`config.mk`:
```
export PLATFORM = sky130hd
export DESIGN_NAME = tun_fifo
export DESIGN_NICKNAME = d
export VERILOG_FILES = /design/src/rtl/tun_pkg.sv /design/src/rtl/tun_fifo.sv
export SDC_FILE = /design/constraint.sdc
export NUM_CORES = 1
export LEC_CHECK = 0
export ABC_CLOCK_PERIOD_IN_PS = 1860
export BUFFER_PORTS_ARGS = -buffer_cell sky130_fd_sc_hd__buf_2
export CORE_ASPECT_RATIO = 1.25
export CORE_MARGIN = 5
export CORE_UTILIZATION = 35
export CTS_CLUSTER_DIAMETER = 100
export DETAILED_ROUTE_END_ITERATION = 8
export PLACE_DENSITY = 0.49
export SETUP_SLACK_MARGIN = 0.02
export SYNTH_ARGS = -nofsm -noshare
export SYNTH_HDL_FRONTEND = slang
export SYNTH_SLANG_ARGS = --single-unit
```
`constraint.sdc`:
```
create_clock -name clk -period 1.86 [get_ports clk]
set_clock_uncertainty 0.1 [all_clocks]
set_input_delay 0.186 -clock clk [delete_from_list [all_inputs] [get_ports clk]]
set_output_delay 0.186 -clock clk [all_outputs]
set_load 0.01 [all_outputs]
```
`src/rtl/tun_pkg.sv`:
```
// shared constants for the triangle unit normal block
// no dependencies; used by every module under rtl
`default_nettype none
package tun_pkg;
	localparam int unsigned COORD_WIDTH_DEF = 16;
	localparam int unsigned NORM_FRAC       = 14;
	localparam int unsigned SCALE_BITS      = 30;
	localparam int unsigned OUT_WIDTH       = 16;
	localparam int unsigned QUEUE_DEPTH     = 4;
endpackage
`default_nettype wire

```
`src/rtl/tun_fifo.sv`:
```
// short queue between front and back parts
// depends on tun_pkg for the default depth
`default_nettype none
module tun_fifo #(
	parameter int unsigned W     = 8,
	parameter int unsigned DEPTH = tun_pkg::QUEUE_DEPTH
) (
	input  wire logic         clk,
	input  wire logic         arst_n,
	input  wire logic         push,
	input  wire logic [W-1:0] push_data,
	output logic              full,
	input  wire logic         pop,
	output logic              not_empty,
	output logic [W-1:0]      pop_data
);
	import tun_pkg::*;

	localparam int unsigned AW = (DEPTH > 1) ? $clog2(DEPTH) : 1;
	localparam int unsigned NW = $clog2(DEPTH + 1);

	logic [W-1:0]  mem_q [DEPTH];
	logic [AW-1:0] wr_q, rd_q;
	logic [NW-1:0] cnt_q;

	assign full      = cnt_q == NW'(DEPTH);
	assign not_empty = cnt_q != '0;
	assign pop_data  = mem_q[rd_q];

	always_ff @(posedge clk) begin
		if (push) begin
			mem_q[wr_q] <= push_data;
		end
	end

	always_ff @(posedge clk or negedge arst_n) begin
		if (!arst_n) begin
			wr_q  <= '0;
			rd_q  <= '0;
			cnt_q <= '0;
		end else begin
			if (push) begin
				wr_q <= (wr_q == AW'(DEPTH - 1)) ? '0 : wr_q + 1'b1;
			end
			if (pop) begin
				rd_q <= (rd_q == AW'(DEPTH - 1)) ? '0 : rd_q + 1'b1;
			end
			if (push && !pop) begin
				cnt_q <= cnt_q + 1'b1;
			end else if (pop && !push) begin
				cnt_q <= cnt_q - 1'b1;
			end
		end
	end
endmodule
`default_nettype wire

```
==> flow_metrics.py <==
metrics = {
    "logic_synthesis": {
        "avgSynthCellArea_um2": 19.9,
        "ys_warn_count": 0,
        "synthCells": 79,
        "synthTopCellsByArea": "edfxtp_1, mux4_2, dfrtp_1",
        "syn_nets": 98,
        "syn-cell-area_um2": 1570,
        "synth_seq_area_share": 0.723,
        "yosysTopAreaCell": "edfxtp_1",
        "synth-seq-cells": 39,
        "yosysUniqueCellTypes": 18,
        "yosys.area.top_type_share": 0.611,
    },
    "flow_run": {
        "max_cap_viol_count": 0,
    },
    "pwr": {
        "p_total_uw": 2800,
        "p_leak_uw": 0.000724,
        "power_density_nw_per_um2": 1460,
        "ir_worst_vdd_v": 0.000480,
    },
    "sta": {
        "post-route-min-period_ns": 1.76,
        "slew_violations": 0,
        "setup_slack_ns": 0.101,
        "min_period_over_period": 0.945,
        "setup_violations": 0,
        "fmax_mhz": 569,
        "tightest_slew_ns": 0.468,
        "relSlewSlack": 0.688,
        "hold_viol": 0,
        "fin_setup_tns_ns": 0,
        "rsz0062_at_grt": "no",
    },
    "setup_path": {
        "cp-start-kind": "flip-flop",
        "worstSetupPathType": "reg -> out",
        "critPathBufInv": 2,
        "crit_chain": "buf_4 > mux4_2 > buf_2",
        "crit_slowest_cell": "mux4_2",
        "end_kind": "primary output",
        "cpPeakStageDelay_ns": 0.51,
        "critPathTopFamily": "multiplexers",
        "required_ns": 1.57,
        "cp_max_fo": 5,
        "crit_arrival_ns": 1.47,
    },
    "layout": {
        "fillerInstances": 417,
        "fin_cells": 172,
        "multi_input_area_um2": 400,
        "final_cell_mix": "edfxtp_1, buf_2, mux4_2",
        "area_growth_pct": 22.0,
        "nets": 132,
        "layout-drive-gt1-share": 0.395,
        "n_antenna_cell": 0,
        "mostFrequentLayoutCell": "edfxtp_1",
        "register_area_um2": 1140,
    },
    "routing": {
        "wire_per_inst_um": 15.5,
        "vias_per_cell": 4.58,
        "vias": 787,
        "drt-total-wl_mm": 2.66,
        "route.detailed.drc": 0,
        "drt_iter0_drc": 57,
        "drt_first_pass_iters": 4,
        "ant_nets": 0,
    },
    "global_route": {
        "grt_pass1_vias": 901,
        "grt_usage": 0.100,
        "antenna_found_initial": 0,
        "grt_pass1_wl_mm": 4.49,
        "grt_max_degree": 14,
        "grt_overflow": 0,
    },
    "clocking": {
        "clock_latency_ns": 0.28,
        "cts_buffers": 5,
        "cts_root_buf": "clkbuf_8",
        "numClockSinks": 39,
        "cts_max_level": 2,
        "cts_tree": "built",
        "clkTransAtPathRegs_ns": 0.08,
        "ctsLongestPathBuffers": 2,
    },
    "placed_design": {
        "place_congestion": 0.672,
        "placedCellCount": 158,
        "port_buffers": 21,
        "dpl_worst_slack_ns": 0.117,
        "dp_hpwl_mm": 1.80,
    },
    "floorplanning": {
        "ioPinCount": 22,
        "die_h_um": 84.9,
        "coreArea_um2": 4390,
        "die_w_um": 69.9,
        "die_area_um2": 5940,
        "rows": 27,
        "start_util": 0.358,
    },
    "worst_hold_path": {
        "worstHoldPathType": "in -> reg",
    },
    "status": {
        "status": "complete, no violations",
    },
}
power breakdown:
| group | internal (µW) | total (µW) | switching [µW] |
|---|---|---|---|
| clock network | 399 | 691 | 291 |
| logic | 442 | 829 | 387 |
| registers | 1150 | 1280 | 126 |
| total | 1990 | 2800 | 804 |
state kept, by name, summed over array words and instances, names as in the netlist:
register,flops
wr_q,2
mem_q,32
cnt_q,3
rd_q,2
path summary, 6_finish.rpt:
path	startpoint	end	slack [ns]	cells past startpoint
setup / recovery	rd_q[0]	pop_data[6]	0.10	3
setup reg to reg	wr_q[1]	mem_q[1][4]	0.34	3
min in group asynchronous	arst_n	cnt_q[0]	0.17	2
max in group asynchronous	arst_n	rd_q[0]	1.31	2
hold reg to reg	cnt_q[2]	cnt_q[2]	0.39	1
hold / removal	push_data[5]	mem_q[0][5]	0.02	1
per-layer routing:
layer / track usage / vias to the layer above / share of wire
met5: 0 / - / 0
met1: 0.106 / 395 / 0.39
met2: 0.174 / 19 / 0.53
met3: 0.0391 / 6 / 0.054
met4: 0.0470 / 0 / 0.022
li1: - / 367 / -
cells in the mapped netlist:
| master | count |
|---|---|
| edfxtp_1 | 32 |
| mux4_2 | 8 |
| dfrtp_1 | 7 |
| ha_1 | 6 |
| inv_1 | 5 |
| and2_1 | 4 |
| mux2_2 | 3 |
| nor2_1 | 2 |
| o21ai_0 | 2 |
| xor2_1 | 2 |
| buf_2 | 1 |
| buf_6 | 1 |
| fa_1 | 1 |
| nand2_1 | 1 |
| nand3_1 | 1 |
| nor3b_1 | 1 |
| or3_1 | 1 |
| xnor2_1 | 1 |
per-stage QoR:
stage	hold slack [ns]	cell area, µm²	util
2_1_floorplan	-0.210	1570	-
3_3_place_gp	-0.0676	1750	0.398
3_5_place_dp	-0.0625	1750	0.398
4_1_cts	0.00122	1890	0.431
5_1_grt	0.00401	1920	0.436
6_report	0.0155	1920	0.436
area by class of cell:
cell class | count | share of cell area
flip-flops and latches | 39 | 0.593
multi-input cells | 33 | 0.209
repair buffers | 29 | 0.0914
well taps | 58 | 0.0379
clock buffers | 5 | 0.0359
clock inverters | 3 | 0.0228
inverters | 5 | 0.00979
cells by family after synthesis:
| logic type | share of synthesized area |
|---|---|
| muxes | 0.136 |
| xor gates and xnor gates | 0.0167 |
| adders and majority gates | 0.0605 |
| buffers and inverters | 0.0223 |
| and+or+nand+nor | 0.0350 |
| DFF | 0.723 |
| AOI/OAI and AO/OA | 0.00637 |
timing repair:
item,CTS,global route
endpoints found under the setup margin,8,3
gates resized for setup,1,1
hold buffers,2,2
buffers inserted,2,0
hold endpoints to repair,11,6
Note: power is estimated with default switching activity, not from simulation.
